**config.mk**
```make
export PLATFORM = sky130hd
export DESIGN_NAME = scancode_set1_to_ascii
export DESIGN_NICKNAME = d
export VERILOG_FILES = /design/src/s1asc_pkg.sv /design/src/s1asc_decode.sv /design/src/scancode_set1_to_ascii.sv
export SDC_FILE = /design/constraint.sdc
export NUM_CORES = 1
export LEC_CHECK = 0
export BUFFER_PORTS_ARGS = -buffer_cell sky130_fd_sc_hd__clkbuf_2
export CORE_MARGIN = 3
export CORE_UTILIZATION = 45
export CTS_BUF_LIST = sky130_fd_sc_hd__clkbuf_4
export CTS_CLUSTER_DIAMETER = 80
export CTS_CLUSTER_SIZE = 8
export DETAILED_ROUTE_END_ITERATION = 8
export PLACE_DENSITY = 0.65
export SLEW_MARGIN = 10
export SYNTH_ARGS = -nofsm -noshare
export SYNTH_HDL_FRONTEND = slang
export SYNTH_HIERARCHICAL = 1
export SYNTH_SLANG_ARGS = --single-unit
```
**constraint.sdc**
```tcl
create_clock -name clock -period 3.7 [get_ports clock]
set_clock_uncertainty 0.05 [all_clocks]
set_input_delay 0.74 -clock clock [delete_from_list [all_inputs] [get_ports clock]]
set_output_delay 0.74 -clock clock [all_outputs]
set_load 0.05 [all_outputs]
```
**src/s1asc_pkg.sv**
```systemverilog
// Shared types, scan codes and character tables for the scan-code set 1 decoder.
package s1asc_pkg;

   localparam int ByteWidth = 8;
   localparam int CharWidth = 7;
   localparam int KeyWidth  = 6;

   // Scan codes with a special role
   localparam logic [ByteWidth-1:0] CodePrefix = 8'hE0;
   localparam logic [ByteWidth-1:0] CodeCtrl   = 8'h1D;
   localparam logic [ByteWidth-1:0] CodeAlt    = 8'h38;
   localparam logic [ByteWidth-1:0] CodeLShift = 8'h2A;
   localparam logic [ByteWidth-1:0] CodeRShift = 8'h36;
   localparam logic [ByteWidth-1:0] CodeCaps   = 8'h3A;
   localparam logic [ByteWidth-1:0] KeyCount   = 8'h3B;

   // Characters touched by the ctrl shortcut
   localparam logic [CharWidth-1:0] CharLowL = 7'h6C;
   localparam logic [CharWidth-1:0] CharLowU = 7'h75;
   localparam logic [CharWidth-1:0] CharLowA = 7'h61;
   localparam logic [CharWidth-1:0] CharLowZ = 7'h7A;
   localparam logic [CharWidth-1:0] CaseGap  = 7'h20;

   // Decoder output toward the result register
   typedef struct packed {
      logic                 emit;
      logic [CharWidth-1:0] ch;
   } dec_result_type;

   // Unshifted column
   function automatic logic [CharWidth-1:0] rom_plain(input logic [KeyWidth-1:0] key);
      logic [CharWidth-1:0] c;
      c = '0;
      case (key)
         6'h01: c = 7'h1B;  6'h02: c = 7'h31;  6'h03: c = 7'h32;  6'h04: c = 7'h33;
         6'h05: c = 7'h34;  6'h06: c = 7'h35;  6'h07: c = 7'h36;  6'h08: c = 7'h37;
         6'h09: c = 7'h38;  6'h0A: c = 7'h39;  6'h0B: c = 7'h30;  6'h0C: c = 7'h2D;
         6'h0D: c = 7'h3D;  6'h0E: c = 7'h08;  6'h0F: c = 7'h09;  6'h10: c = 7'h71;
         6'h11: c = 7'h77;  6'h12: c = 7'h65;  6'h13: c = 7'h72;  6'h14: c = 7'h74;
         6'h15: c = 7'h79;  6'h16: c = 7'h75;  6'h17: c = 7'h69;  6'h18: c = 7'h6F;
         6'h19: c = 7'h70;  6'h1A: c = 7'h5B;  6'h1B: c = 7'h5D;  6'h1C: c = 7'h0D;
         6'h1E: c = 7'h61;  6'h1F: c = 7'h73;  6'h20: c = 7'h64;  6'h21: c = 7'h66;
         6'h22: c = 7'h67;  6'h23: c = 7'h68;  6'h24: c = 7'h6A;  6'h25: c = 7'h6B;
         6'h26: c = 7'h6C;  6'h27: c = 7'h3B;  6'h28: c = 7'h27;  6'h29: c = 7'h60;
         6'h2B: c = 7'h5C;  6'h2C: c = 7'h7A;  6'h2D: c = 7'h78;  6'h2E: c = 7'h63;
         6'h2F: c = 7'h76;  6'h30: c = 7'h62;  6'h31: c = 7'h6E;  6'h32: c = 7'h6D;
         6'h33: c = 7'h2C;  6'h34: c = 7'h2E;  6'h35: c = 7'h2F;  6'h37: c = 7'h2A;
         6'h39: c = 7'h20;
         default: c = '0;
      endcase
      return c;
   endfunction

   // Shifted column: letters go upper case, symbol keys have their own glyphs
   function automatic logic [CharWidth-1:0] rom_shift(input logic [KeyWidth-1:0] key);
      logic [CharWidth-1:0] p;
      logic [CharWidth-1:0] c;
      p = rom_plain(key);
      c = p;
      case (key)
         6'h02: c = 7'h21;  6'h03: c = 7'h40;  6'h04: c = 7'h23;  6'h05: c = 7'h24;
         6'h06: c = 7'h25;  6'h07: c = 7'h5E;  6'h08: c = 7'h26;  6'h09: c = 7'h2A;
         6'h0A: c = 7'h28;  6'h0B: c = 7'h29;  6'h0C: c = 7'h5F;  6'h0D: c = 7'h2B;
         6'h1A: c = 7'h7B;  6'h1B: c = 7'h7D;  6'h27: c = 7'h3A;  6'h28: c = 7'h22;
         6'h29: c = 7'h7E;  6'h2B: c = 7'h7C;  6'h33: c = 7'h3C;  6'h34: c = 7'h3E;
         6'h35: c = 7'h3F;
         default: begin
            if (p >= CharLowA && p <= CharLowZ) begin
               c = p - CaseGap;
            end
         end
      endcase
      return c;
   endfunction

   // Keys whose column follows shift alone (caps lock does not apply)
   function automatic logic is_symbol_key(input logic [KeyWidth-1:0] key);
      logic s;
      s = 1'b0;
      case (key)
         6'h1A, 6'h1B, 6'h27, 6'h28, 6'h29, 6'h2B, 6'h33, 6'h34, 6'h35: s = 1'b1;
         default: s = (key < 6'h0E);
      endcase
      return s;
   endfunction

endpackage

```
**src/s1asc_decode.sv**
```systemverilog
// Decoder stage: prefix and modifier state, table lookup and ctrl shortcut.
module s1asc_decode (
   input  logic                              clock,
   input  logic                              reset,
   input  logic                              enable,
   input  logic [s1asc_pkg::ByteWidth-1:0]   scan_byte,
   output s1asc_pkg::dec_result_type         result
);

   logic prefix_ff, prefix_in;
   logic ctrl_ff, ctrl_in;
   logic shift_ff, shift_in;
   logic alt_ff, alt_in;
   logic caps_ff, caps_in;

   logic [s1asc_pkg::ByteWidth-1:0] made;
   logic [s1asc_pkg::KeyWidth-1:0]  key;
   logic                            known;
   logic                            upper;
   logic [s1asc_pkg::CharWidth-1:0] ch;

   assign made = {1'b0, scan_byte[s1asc_pkg::ByteWidth-2:0]};
   assign key  = scan_byte[s1asc_pkg::KeyWidth-1:0];

   // Valid make code: plain 0x01..0x3A, or prefixed ctrl / alt
   always_comb begin
      if (prefix_ff) begin
         known = (scan_byte == s1asc_pkg::CodeCtrl) || (scan_byte == s1asc_pkg::CodeAlt);
      end else begin
         known = (scan_byte != '0) && (scan_byte < s1asc_pkg::KeyCount);
      end
   end

   // Column pick and lookup
   always_comb begin
      upper = s1asc_pkg::is_symbol_key(key) ? shift_ff : (shift_ff ^ caps_ff);
      ch    = upper ? s1asc_pkg::rom_shift(key) : s1asc_pkg::rom_plain(key);
      if (ctrl_ff && (ch == s1asc_pkg::CharLowL || ch == s1asc_pkg::CharLowU)) begin
         ch = ch - s1asc_pkg::CharLowA;
      end
   end

   // Next state and result
   always_comb begin
      prefix_in   = prefix_ff;
      ctrl_in     = ctrl_ff;
      shift_in    = shift_ff;
      alt_in      = alt_ff;
      caps_in     = caps_ff;
      result.emit = 1'b0;
      result.ch   = ch;
      if (scan_byte == s1asc_pkg::CodePrefix) begin
         prefix_in = 1'b1;
      end else begin
         prefix_in = 1'b0;
         if (scan_byte[s1asc_pkg::ByteWidth-1]) begin
            // break code
            if (made == s1asc_pkg::CodeCtrl) begin
               ctrl_in = 1'b0;
            end else if (made == s1asc_pkg::CodeAlt) begin
               alt_in = 1'b0;
            end else if (!prefix_ff && (made == s1asc_pkg::CodeLShift ||
                                        made == s1asc_pkg::CodeRShift)) begin
               shift_in = 1'b0;
            end
         end else if (known) begin
            if (ch != '0) begin
               result.emit = 1'b1;
            end else if (scan_byte == s1asc_pkg::CodeCtrl) begin
               ctrl_in = 1'b1;
            end else if (scan_byte == s1asc_pkg::CodeAlt) begin
               alt_in = 1'b1;
            end else if (scan_byte == s1asc_pkg::CodeLShift ||
                         scan_byte == s1asc_pkg::CodeRShift) begin
               shift_in = 1'b1;
            end else if (scan_byte == s1asc_pkg::CodeCaps) begin
               caps_in = ~caps_ff;
            end
         end
      end
   end

   // State registers, updated once per decoded byte
   always_ff @(posedge clock) begin
      if (reset) begin
         prefix_ff <= 1'b0;
         ctrl_ff   <= 1'b0;
         shift_ff  <= 1'b0;
         alt_ff    <= 1'b0;
         caps_ff   <= 1'b0;
      end else if (enable) begin
         prefix_ff <= prefix_in;
         ctrl_ff   <= ctrl_in;
         shift_ff  <= shift_in;
         alt_ff    <= alt_in;
         caps_ff   <= caps_in;
      end
   end

endmodule

```
**src/scancode_set1_to_ascii.sv**
```systemverilog
// Top level: input register, decoder and result register of the scan-code decoder.
//
//  channel | ports                          | moves
//  --------+--------------------------------+------------------------------
//  req     | req_valid req_ready req_scan_byte | one raw set 1 byte
//  rsp     | rsp_valid rsp_ready rsp_ascii_char | one decoded character
//
// One byte per cycle sustained while results are not stalled; a taken byte passes
// the input register, then is decoded into the result register.
// Prefix, modifier and caps state update as each byte passes the decoder.
// Synchronous reset clears the decoder state and both stage valids.
// A stalled result holds the decoder; the input register takes a byte only while
// it is empty or advancing, so one byte at most waits behind a stalled character.
module scancode_set1_to_ascii (
   input  logic                              clock,
   input  logic                              reset,
   input  logic                              req_valid,
   output logic                              req_ready,
   input  logic [s1asc_pkg::ByteWidth-1:0]   req_scan_byte,
   output logic                              rsp_valid,
   input  logic                              rsp_ready,
   output logic [s1asc_pkg::CharWidth-1:0]   rsp_ascii_char
);

   logic                              in_valid_ff, in_valid_in;
   logic [s1asc_pkg::ByteWidth-1:0]   in_byte_ff;
   logic                              out_valid_ff, out_valid_in;
   logic [s1asc_pkg::CharWidth-1:0]   out_char_ff;
   logic                              advance;
   logic                              take;
   s1asc_pkg::dec_result_type         dec;

   // Stage handshake
   assign advance   = in_valid_ff && (!out_valid_ff || rsp_ready);
   assign req_ready = !in_valid_ff || advance;
   assign take      = req_valid && req_ready;

   assign in_valid_in  = take || (in_valid_ff && !advance);
   assign out_valid_in = advance ? dec.emit : (out_valid_ff && !rsp_ready);

   s1asc_decode u_decode (
      .clock     (clock),
      .reset     (reset),
      .enable    (advance),
      .scan_byte (in_byte_ff),
      .result    (dec)
   );

   // Input register
   always_ff @(posedge clock) begin
      if (reset) begin
         in_valid_ff <= 1'b0;
      end else begin
         in_valid_ff <= in_valid_in;
      end
   end

   always_ff @(posedge clock) begin
      if (take) begin
         in_byte_ff <= req_scan_byte;
      end
   end

   // Result register
   always_ff @(posedge clock) begin
      if (reset) begin
         out_valid_ff <= 1'b0;
      end else begin
         out_valid_ff <= out_valid_in;
      end
   end

   always_ff @(posedge clock) begin
      if (advance && dec.emit) begin
         out_char_ff <= dec.ch;
      end
   end

   assign rsp_valid      = out_valid_ff;
   assign rsp_ascii_char = out_char_ff;

   // A delivered character is never zero
   a_char_nonzero: assert property (@(posedge clock) disable iff (reset)
      rsp_valid |-> (rsp_ascii_char != '0))
      else $error("result character is zero");

   // An empty input register always takes a transaction
   a_ready_when_empty: assert property (@(posedge clock) disable iff (reset)
      !in_valid_ff |-> req_ready)
      else $error("input register empty but not ready");

   // A held byte stays put until the decoder consumes it
   a_hold_byte: assert property (@(posedge clock) disable iff (reset)
      (in_valid_ff && !advance) |=> (in_valid_ff && $stable(in_byte_ff)))
      else $error("held input byte lost or changed");

   // The decoder only runs when the result register can take its output
   a_no_overwrite: assert property (@(posedge clock) disable iff (reset)
      (out_valid_ff && !rsp_ready) |=> (out_valid_ff && $stable(out_char_ff)))
      else $error("pending result overwritten");

endmodule

```
# --- After elaboration in Yosys (flattened, before gate mapping) ---
# Memory sizes are Yosys's and may differ from the RTL's. A register that Yosys moved wholly into a read port is not among the register bits.
# Cells that the tools add are included.
totals:
  wordCells: 123
  memories: 2
  rom_bits: 896
  inputBits: 12
  reg_bits: 21
  out_inout_bits: 9
memory_table:
  columns: ["memory", "words", "word_bits", "read_ports", "rd_ports_with_merged_regs", "wr", "line_no", "rtl"]
  rows:
  - ["(name not given)", 64, 7, 1, 1, 0, "s1asc_pkg.sv:34", "case (key)"]
  - ["(name not given)", 64, 7, 1, 1, 0, "s1asc_pkg.sv:34", null]
op_classes:
  bitwise_logic: 8
  eq_ne: 40
  magnitude_cmp: 4
  mux: 29
  n_reduce_logical: 30
  n_addsub: 2
op_table:
  columns: ["cell", "count"]
  rows:
  - ["7-bit case mux with 21 select lines", 1]
  - ["6-bit == test (second input constant)", 7]
  - ["6-bit by 4-bit == test with 1-bit output (second input constant)", 6]
  - ["8-bit by 6-bit == test with 1-bit output (second input constant)", 4]
  - ["6-bit by 3-bit == test with 1-bit output (second input constant)", 4]
  - ["1-bit two-way mux", 23]
  - ["7-bit by 6-bit == test with 1-bit output (second input constant)", 3]
  - ["7-bit two-way mux", 3]
  - ["7-bit == test (second input constant)", 2]
  - ["6-bit by 2-bit == test with 1-bit output (second input constant)", 2]
  - ["6-bit by 5-bit == test with 1-bit output (second input constant)", 2]
  - ["6-bit two-way mux", 2]
  - ["2-bit != test (second input constant)", 5]
  - ["10-bit AND reduction", 1]
  - ["1-bit logical AND", 9]
  - ["9-bit AND reduction", 1]
  - ["9-bit OR reduction", 1]
  - ["8-bit by 5-bit == test with 1-bit output (second input constant)", 1]
  - ["8-bit == test (second input constant)", 1]
  - ["8-bit by 6-bit < comparator with 1-bit output (second input constant)", 1]
  - ["8-bit nonzero test", 1]
  - ["7-bit by 5-bit == test with 1-bit output (second input constant)", 1]
  - ["7-bit greater-or-equal comparator (second input constant)", 1]
  - ["7-bit <= comparator (second input constant)", 1]
  - ["11 further kinds", 30]

# --- Longest topological paths before layout ---
# Gate-level depths: netlist of run 1.
logic_depth:
  depth_word: 15
  mapped_depth: 20

# --- By module ---
# Netlist of run 1, hierarchy kept.
by_module_without_submodules:
  columns: ["mod", "area_each_um2", "seq_area_each_um2", "cells_per_inst", "instances"]
  rows:
  - ["s1asc_decode", 1991.9, 80.1, 290, 1]
  - ["scancode_set1_to_ascii", 556.8, 490.5, 26, 1]

# --- Least setup slack after synthesis of run 1 ---
# OpenSTA, ideal clock, no wires.
synth_path:
  path_type: "reg-to-reg"
  startpoint: "register in_byte_ff[1] (netlist name)"
  endpoint: "register out_char_ff (netlist bit rsp_ascii_char[0]) (enable)"
  path_stages_with_launch: 15
  setup_time_ns: 0.271
  slack_ns: -0.310
  required_time_ns: 3.379
  arrival_time_ns: 3.689
  synth_period_minus_slack_ns: 4.010
  cell_sequence: "edfxtp_1 clkbuf_1 inv_1 ha_1 or2_4 a2111oi_4 a2111oi_4 or4_4 o21ai_2 nor2_2 mux2_4 or4_4 nor2b_1 nand2_1 nor2b_1"
synth_lines:
  columns: ["item", "line_no", "rtl"]
  rows:
  - ["start, declared", "scancode_set1_to_ascii.sv:26", "logic [s1asc_pkg::ByteWidth-1:0] in_byte_ff;"]
  - ["start signal, assigned", "scancode_set1_to_ascii.sv:60", "in_byte_ff <= req_scan_byte;"]
  - ["end signal, assigned", "scancode_set1_to_ascii.sv:75", "out_char_ff <= dec.ch;"]
  - ["end, declared", "scancode_set1_to_ascii.sv:28", "logic [s1asc_pkg::CharWidth-1:0] out_char_ff;"]

==> qor.csv, run 1 <==
stage,metric,value,unit
run_status,status,"complete, but fails checks",
run_status,violations,negative setup slack,
power,peakVddDrop,0.193,mV
critical_path,crit_type,reg2reg,
sta,rsz0062_at_grt,yes,
layout,fin_util,0.626,
critical_path,reg2reg_setup_slack,-0.17,ns
critical_path,cpMaxStageDelayCell,or4_4,
synthesis,yosysUniqueCellTypes,75,
drt,dr_total_vias,2697,
power,clock_power_share,0.158,
global_routing,grt_use_total,0.232,
synthesis,async_flop_share,0,
critical_path,path_cells,clkinv_4 -> buf_4 -> ha_2 -> buf_4 -> mux2i_1 -> a211oi_1 -> o21ai_1 -> o31ai_2 -> or4_4 -> o21ai_4 -> o211ai_1 -> and3_4 -> or4_4 -> nor2b_1 -> nand2_1 -> nor2b_4,
critical_path,crit_buf_inv,3,
critical_path,cp_top_family,simple AND/OR/NAND/NOR gates,
floorplan,core.rowCount,26,
floorplan,initial_core_util,0.481,
global_routing,grt_remaining_overflow,0,
global_routing,antenna_found_initial,0,
drt,routed_wl,7.69,mm
clocking,numCtsBuffers,3,
critical_path,slowest_delay,0.54,ns
placement,port_buffers,20,
worst_hold_path,whs_endpoint,u_decode/ctrl_ff,
layout,antennaDiodeCount,0,
sta,period_needed,3.87,ns
sta,tightest_slew,0.453,ns
critical_path,start_kind,flop,
floorplan,die_h,81.3,um
floorplan,coreArea,5300,um^2
placement,place_inst,438,
drt,wl_per_cell,17.1,um
drt,avgViaCountPerCell,6.01,
drt,first_iter_violations,213,
sta,setup_viol,9,
synthesis,synth_ff_type,edfxtp_1,
critical_path,crit_fanout,7,
sta,setup_ws,-0.170,ns
power,power_leakage,1.35,nW
global_routing,grt_pass1_vias,2552,
drt,topRoutingLayerUsed,met4,
sta,max_freq,258,MHz
synthesis,seq_area_frac_synth,0.224,
power,power_frac_comb,0.471,
power,p_sw_frac,0.371,
drt,dr.pass1.iters,5,
power,netSwitchingPower,272,uW
global_routing,grt_pass1_wl,12.1,mm
critical_path,reg2reg_depth,16,
layout,n_fill_cell,454,
synthesis,synth_area_per_cell,8.07,um^2
global_routing,grt_start_max_net_pins,36,
layout,num-nets-final,407,
critical_path,cp.arrival,3.91,ns
layout,drive_above_1_share,0.351,
run,maxCapViolations,0,
floorplan,boundaryPins,21,
layout,stdcell_count,449,
clocking,clock_latency,0.31,ns
synthesis,synth-edff-count,15,
layout,final_cell_mix,"buf_4 (57), nand2_1 (29), clkbuf_2 (20)",
clocking,clockRootBuffer,clkbuf_4,
synthesis,syn_nets,343,
clocking,clk_pin_slew,0.12,ns
synthesis,ys_ff_latch,21,
clocking,cts_tree,yes,
sta,tns,-1.41,ns
critical_path,required,3.74,ns
drt,drt_drc_violations_left,0,
power,p_seq_frac,0.371,
drt,wl_met3,414,um
synthesis,ys_warn_count,6,
layout,areaGrowthSynthToFinish,30.2,%
layout,final_common_cell,buf_4,
sta,maxSlewViolCount,0,
placement,dpl.hpwl,5.68,mm
power,p_int,461,uW
drt,met2_length,3.69,mm
worst_hold_path,min_from,u_decode/ctrl_ff,
placement,place_ws,-0.164,ns
worst_hold_path,min_path_cells,1,
power,power_density,221,nW/um^2
synthesis,synthCells,316,
clocking,cts.htree.levels,1,
sta,period_share,1.05,
clocking,clock-sinks,21,
clocking,clock_path_buffers,2,
worst_hold_path,hp-class,reg2reg,
placement,place.gp.congestion,0.976,
critical_path,critical_path.endpoint_type,flop,
drt,wl_met1,3.50,mm
drt,ant_nets,0,
sta,hold_viol,0,
synthesis,syn_area,2550,um^2
critical_path,reg2reg_to,rsp_ascii_char[6],
sta,max_slew_margin,0.698,
critical_path,r2r-start,in_byte_ff[1],
floorplan,fp.dieW,81.3,um
floorplan,die_area,6600,um^2
[state kept, by name, indices dropped and copies added, names as in the netlist]
signal / cells
u_decode/caps_ff: 1
in_byte_ff: 8
rsp_valid: 1
in_valid_ff: 1
u_decode/ctrl_ff: 1
rsp_ascii_char: 7
u_decode/prefix_ff: 1
u_decode/shift_ff: 1
[cell families after synthesis]
| group | synth area share |
|---|---|
| AO/OA/AOI/OAI | 0.291 |
| XOR/XNOR | 0.0103 |
| adder cells (fa/ha/maj) | 0.0736 |
| buffers and inverters | 0.0746 |
| flip-flops | 0.224 |
| multiplexers | 0.0378 |
| AND/OR/NAND/NOR | 0.289 |
[power by group through the flow]
stage | Clock (mW) | Sequential, mW | Combinational (mW)
detailed placement | 0 | 0.277 | 0.312
CTS | 0.116 | 0.272 | 0.320
floorplan | 0 | 0.282 | 0.191
finish | 0.116 | 0.272 | 0.345
global route | 0.123 | 0.273 | 0.374
global placement | 0 | 0.277 | 0.308
[through the flow]
stage                     hold slack [ns]  cell area, um^2  power (mW)
after global routing                0.474             3320       0.770
after global placement              0.431             3100       0.586
final                               0.452             3320       0.733
after detailed placement            0.422             3100       0.589
after floorplan                     0.383             2600       0.473
after CTS                           0.450             3170       0.708
[synth_stat cells, types with 4 or more instances]
master    number  area share
dfxtp_1        6       0.047
nor3_1         7       0.014
and3_1         4      0.0098
ha_1          15       0.074
buf_4          5       0.015
mux2i_1        7       0.027
a31oi_1        6       0.015
nand4_1        6       0.015
nand2_1       30       0.044
nand3_1        8       0.016
clkbuf_1       5      0.0074
inv_1         15       0.022
edfxtp_1      15        0.18
and2_1         6       0.015
nor4b_1        4       0.014
o21ai_0       24       0.047
a21oi_1       20       0.039
nor2b_1       11       0.027
a211o_1        4       0.014
nand2b_1       9       0.022
buf_2         11       0.022
nor2_1        19       0.028
[worst reg2reg max path, stage by stage (launching register included)]
cell and delay, ns:
edfxtp_1 0.53, clkinv_4 0.12, buf_4 0.15, ha_2 0.20, buf_4 0.14, mux2i_1 0.17, a211oi_1 0.10, o21ai_1 0.18
o31ai_2 0.13, or4_4 0.54, o21ai_4 0.09, o211ai_1 0.14, and3_4 0.20, or4_4 0.53, nor2b_1 0.14, nand2_1 0.13
nor2b_4 0.09
[timing repair]
item / 4_1_cts / 5_1_grt
hold buffers: 0 / 0
setup buffers: 3 / 4
endpoints found under the setup margin: 14 / 15
gates resized for setup: 6 / 27
hold endpoints to repair: 0 / 0
pin swaps: 8 / 7
[area by class of cell]
cell class                 instances  area, um^2  area share
clock inverter                     1        5.00     0.00151
timing repair buffer              82         619       0.187
sequential                        21         571       0.172
clock buffer                       3        22.5     0.00679
inverter                          15        61.3      0.0185
multi-input combinational        257        1950       0.588
tap                               70        87.6      0.0264
[worst max path at each step]
stage,startpoint,cells past startpoint,to
final,in_byte_ff[1],16,rsp_ascii_char[6]
after global routing,in_byte_ff[1],16,rsp_ascii_char[6]
after CTS,in_byte_ff[1],13,rsp_ascii_char[1]
after detailed placement,in_byte_ff[1],16,rsp_ascii_char[2]
after global placement,in_byte_ff[1],12,rsp_ascii_char[4]
after floorplan,in_byte_ff[1],15,rsp_ascii_char[0]
[routing by layer]
metal	vias up	GRT usage
met1	1276	0.322
li1	1315	-
met5	-	0
met2	97	0.383
met4	0	0.0473
met3	9	0.0344
Note: power is estimated with default switching activity, not from simulation.
==> run 2: changes to the inputs <==
SETUP_SLACK_MARGIN = 0.02   (was unset)
==> qor.csv, run 2 (synthesis gave the netlist of run 1 again) <==
stage,metric,value,unit
run_status,status,"complete, but fails checks",
run_status,violations,negative setup slack,
critical_path,crit_buf_inv,4,
critical_path,cpMaxStageDelayCell,or4_4,
clocking,clockRootBuffer,clkbuf_4,
clocking,clock_latency,0.30,ns
floorplan,boundaryPins,21,
placement,port_buffers,20,
sta,maxSlewViolCount,0,
global_routing,grt_remaining_overflow,0,
worst_hold_path,hp-class,reg2reg,
clocking,clock-sinks,21,
critical_path,reg2reg_setup_slack,-0.13,ns
critical_path,crit_fanout,7,
clocking,clk_pin_slew,0.12,ns
floorplan,coreArea,5300,um^2
layout,final_common_cell,buf_4,
layout,final_cell_mix,"buf_4 (74), nand2_1 (25), clkbuf_2 (20)",
sta,rsz0062_at_grt,yes,
critical_path,slowest_delay,0.53,ns
sta,period_share,1.03,
placement,place.gp.congestion,0.918,
sta,setup_viol,9,
floorplan,fp.dieW,81.3,um
layout,multi_input_area,2140,um^2
drt,routed_wl,8.45,mm
placement,dpl.hpwl,5.86,mm
floorplan,die_area,6600,um^2
critical_path,crit_type,reg2reg,
drt,dr.pass1.iters,5,
power,power_density,217,nW/um^2
layout,antennaDiodeCount,0,
critical_path,cp_top_family,simple AND/OR/NAND/NOR gates,
critical_path,critical_path.endpoint_type,flop,
drt,ant_nets,0,
layout,areaGrowthSynthToFinish,47.7,%
global_routing,grt_use_total,0.246,
worst_hold_path,min_path_cells,1,
global_routing,grt_pass1_wl,12.8,mm
critical_path,cp_num_cells,16,
critical_path,reg2reg_depth,16,
power,power_leakage,1.52,nW
drt,wl_per_cell,17.8,um
sta,period_needed,3.83,ns
layout,regMostFlops,in_byte_ff,
drt,first_iter_violations,190,
clocking,numCtsBuffers,3,
run,maxCapViolations,0,
critical_path,start_kind,flop,
critical_path,required,3.73,ns
layout,regArea,571,um^2
sta,fin_hold_ws,0.453,ns
power,peakVddDrop,0.237,mV
global_routing,grt_pass1_vias,2679,
critical_path,path_cells,buf_6 -> clkinv_4 -> ha_4 -> or2_4 -> a2111oi_4 -> a2111oi_4 -> buf_4 -> nor4_2 -> nor2_1 -> buf_4 -> nor2_4 -> mux2_4 -> or4_4 -> nor2b_4 -> nand2_2 -> nor2b_4,
global_routing,antenna_found_initial,0,
drt,drt_drc_violations_left,0,
sta,tightest_slew,0.659,ns
clocking,clock_path_buffers,2,
sta,tns,-0.990,ns
sta,hold_viol,0,
drt,avgViaCountPerCell,6.12,
layout,drive_above_1_share,0.436,
clocking,cts_tree,yes,
layout,num-nets-final,434,
floorplan,core.rowCount,26,
clocking,ctsHoldBuffers,0,
sta,setup_ws,-0.126,ns
layout,largest_reg_flops,8,
drt,dr_total_vias,2915,
floorplan,initial_core_util,0.481,
clocking,cts.htree.levels,1,
sta,max_freq,261,MHz
layout,n_fill_cell,375,
global_routing,grt_start_max_net_pins,36,
floorplan,die_h,81.3,um
critical_path,cp.arrival,3.86,ns
sta,max_slew_margin,0.556,
## run 2: cell types whose count changed in the layout (fill, tap and decap cells not counted), sizes merged
cell / change
clkbuf: +1
buf: +27
clkinv: -1
## run 2: power breakdown
| group | internal [mW] | switching, mW | leakage [nW] |
|---|---|---|---|
| clock | 0.0493 | 0.0710 | 0.0184 |
| combinational | 0.206 | 0.218 | 1.31 |
| sequential | 0.263 | 0.00871 | 0.190 |
| total | 0.518 | 0.298 | 1.52 |
## run 2: cell type report
type | instances | share of cell area
Tap cell | 70 | 0.0233
Inverter | 15 | 0.0163
Multi-Input combinational cell | 257 | 0.568
Clock buffer | 4 | 0.00798
Sequential cell | 21 | 0.152
Timing Repair Buffer | 109 | 0.233
## run 2: final timing paths
check | startpoint | to
max | in_byte_ff[1] | rsp_ascii_char[4]
min | u_decode/ctrl_ff | u_decode/ctrl_ff
max reg2reg | in_byte_ff[1] | rsp_ascii_char[4]
min reg2reg | u_decode/ctrl_ff | u_decode/ctrl_ff
## run 2: timing repair
item,CTS,global route
endpoints found under the hold margin,0,0
endpoints found under the setup margin,14,15
resized for setup,27,46
buffers inserted,12,13
pin swaps,12,36
## run 2: per-stage QoR
step | utilization | power, mW | setup slack [ns] | std cells | instance area (um^2)
2_1_floorplan | - | 0.473 | 0.00316 | 316 | 2610
3_3_place_gp | 0.607 | 0.595 | -0.166 | 449 | 3220
3_5_place_dp | 0.607 | 0.601 | -0.211 | 449 | 3220
4_1_cts | 0.649 | 0.758 | -0.0576 | 464 | 3440
5_1_grt | 0.710 | 0.858 | -0.224 | 476 | 3760
6_report | 0.710 | 0.816 | -0.126 | 476 | 3760
## run 2: metal layers
metal	GRT usage	part of all wire	vias up
met4	0.0709	0.031	0
met1	0.308	0.40	1386
met5	0	0	-
met3	0.0355	0.054	28
met2	0.438	0.51	126
li1	-	-	1375
==> run 3: changes to the inputs <==
CTS_BUF_LIST = sky130_fd_sc_hd__clkbuf_4 sky130_fd_sc_hd__clkbuf_8 sky130_fd_sc_hd__clkbuf_16   (was sky130_fd_sc_hd__clkbuf_4)
==> qor.csv, run 3 (synthesis gave the netlist of run 1 again) <==
stage,metric,value,unit
power,netSwitchingPower,302,uW
floorplan,core.rowCount,26,
clocking,clockRootBuffer,clkbuf_8,
drt,ant_nets,0,
run,maxCapViolations,0,
sta,rsz0062_at_grt,yes,
drt,dr_total_vias,2913,
power,clock_power_share,0.191,
clocking,clk_pin_slew,0.08,ns
critical_path,critical_path.endpoint_type,flop,
floorplan,boundaryPins,21,
drt,routed_wl,8.49,mm
critical_path,required,3.68,ns
drt,wl_per_cell,17.8,um
floorplan,coreArea,5300,um^2
layout,largest_reg_flops,8,
global_routing,grt_pass1_wl,12.9,mm
floorplan,die_h,81.3,um
global_routing,grt_remaining_overflow,0,
layout,final_area,3720,um^2
sta,max_slew_margin,0.588,
sta,hold_viol,0,
clocking,clock_latency,0.26,ns
power,power_density,228,nW/um^2
critical_path,start_kind,flop,
layout,final_common_cell,buf_4,
global_routing,antenna_found_initial,0,
clocking,cts.htree.levels,1,
clocking,ctsHoldBuffers,0,
clocking,numCtsBuffers,3,
placement,place.gp.congestion,0.918,
power,p_total,848,uW
critical_path,crit_fanout,7,
power,power_frac_comb,0.488,
power,power_leakage,1.52,nW
power,p_int,546,uW
clocking,clock-sinks,21,
critical_path,crit_type,reg2reg,
run_status,violations,negative setup slack,
drt,drt_drc_violations_left,0,
power,p_sw_frac,0.356,
floorplan,initial_core_util,0.481,
sta,tightest_slew,0.612,ns
placement,dpl.hpwl,5.86,mm
sta,period_share,1.04,
global_routing,grt_start_max_net_pins,36,
layout,antennaDiodeCount,0,
layout,regMostFlops,in_byte_ff,
placement,place_inst,449,
sta,setup_viol,9,
placement,place_ws,-0.211,ns
run_status,status,"complete, but fails checks",
drt,first_iter_violations,254,
sta,max_freq,261,MHz
layout,num-nets-final,434,
worst_hold_path,hp-class,reg2reg,
floorplan,die_area,6600,um^2
drt,avgViaCountPerCell,6.12,
layout,drive_above_1_share,0.429,
placement,port_buffers,20,
sta,period_needed,3.83,ns
critical_path,cp.arrival,3.82,ns
sta,maxSlewViolCount,0,
power,peakVddDrop,0.202,mV
clocking,cts_tree,yes,
layout,final_cell_mix,"buf_4 (73), nand2_1 (25), clkbuf_2 (20)",
sta,setup_ws,-0.134,ns
clocking,clock_path_buffers,2,
layout,stdcell_count,476,
drt,dr.pass1.iters,5,
power,p_seq_frac,0.321,
floorplan,fp.dieW,81.3,um
layout,areaGrowthSynthToFinish,46.1,%
global_routing,grt_use_total,0.250,
placement,placed_area,3220,um^2
global_routing,grt_pass1_vias,2701,
==> run 3: worst paths after layout <==
| kind | endpoint | slack, ns | from | cells past startpoint |
|---|---|---|---|---|
| setup / recovery | rsp_ascii_char[4] | -0.13 | in_byte_ff[2] | 16 |
| hold / removal | u_decode/ctrl_ff | 0.44 | u_decode/ctrl_ff | 1 |
| setup reg to reg | rsp_ascii_char[4] | -0.13 | in_byte_ff[2] | 16 |
| hold reg to reg | u_decode/ctrl_ff | 0.44 | u_decode/ctrl_ff | 1 |
==> run 3: power groups by stage <==
stage	Combinational (mW)	Clock (mW)	Sequential [mW]
2_1_floorplan	0.191	0	0.282
6_report	0.413	0.162	0.272
5_1_grt	0.442	0.171	0.273
3_5_place_dp	0.323	0	0.278
3_3_place_gp	0.318	0	0.278
4_1_cts	0.357	0.166	0.273
==> run 3: routing by layer <==
layer  GRT usage  wire [um]
met5           0          0
met4      0.0878        270
met3      0.0388        457
met2       0.441       4260
met1       0.308       3500
==> run 3: critical path, cell delays in order, from the launching register on <==
cell	delay (ns)
edfxtp_1	0.47
buf_4	0.17
inv_1	0.11
ha_1	0.16
mux2i_1	0.07
o21ai_0	0.37
mux2i_2	0.16
ha_2	0.24
nand2_1	0.07
a311o_1	0.15
nand3b_1	0.12
or3_1	0.43
and3_4	0.19
or4_4	0.53
nor2b_4	0.14
nand2_2	0.10
nor2b_4	0.07
==> run 3: layout make-up <==
cell class | count | area, um^2
sequential | 21 | 571
tap | 70 | 87.6
timing repair buffer | 109 | 881
clock buffer | 4 | 48.8
fill | 386 | 1580
multi-input combinational | 257 | 2070
inverter | 15 | 63.8
==> run 3: metrics by stage <==
stage / util / hold WS, ns / TNS, ns
floorplan: - / 0.383 / 0
global placement: 0.607 / 0.412 / -1.57
detailed placement: 0.607 / 0.422 / -2.01
CTS: 0.652 / 0.438 / -0.310
global route: 0.702 / 0.446 / -2.28
finish: 0.702 / 0.436 / -1.06
==> run 3: repair_timing <==
action | CTS | global route
resized for setup | 26 | 38
pin swaps | 11 | 26
endpoints found under the setup margin | 14 | 14
endpoints found under the hold margin | 0 | 0
setup buffers | 12 | 12
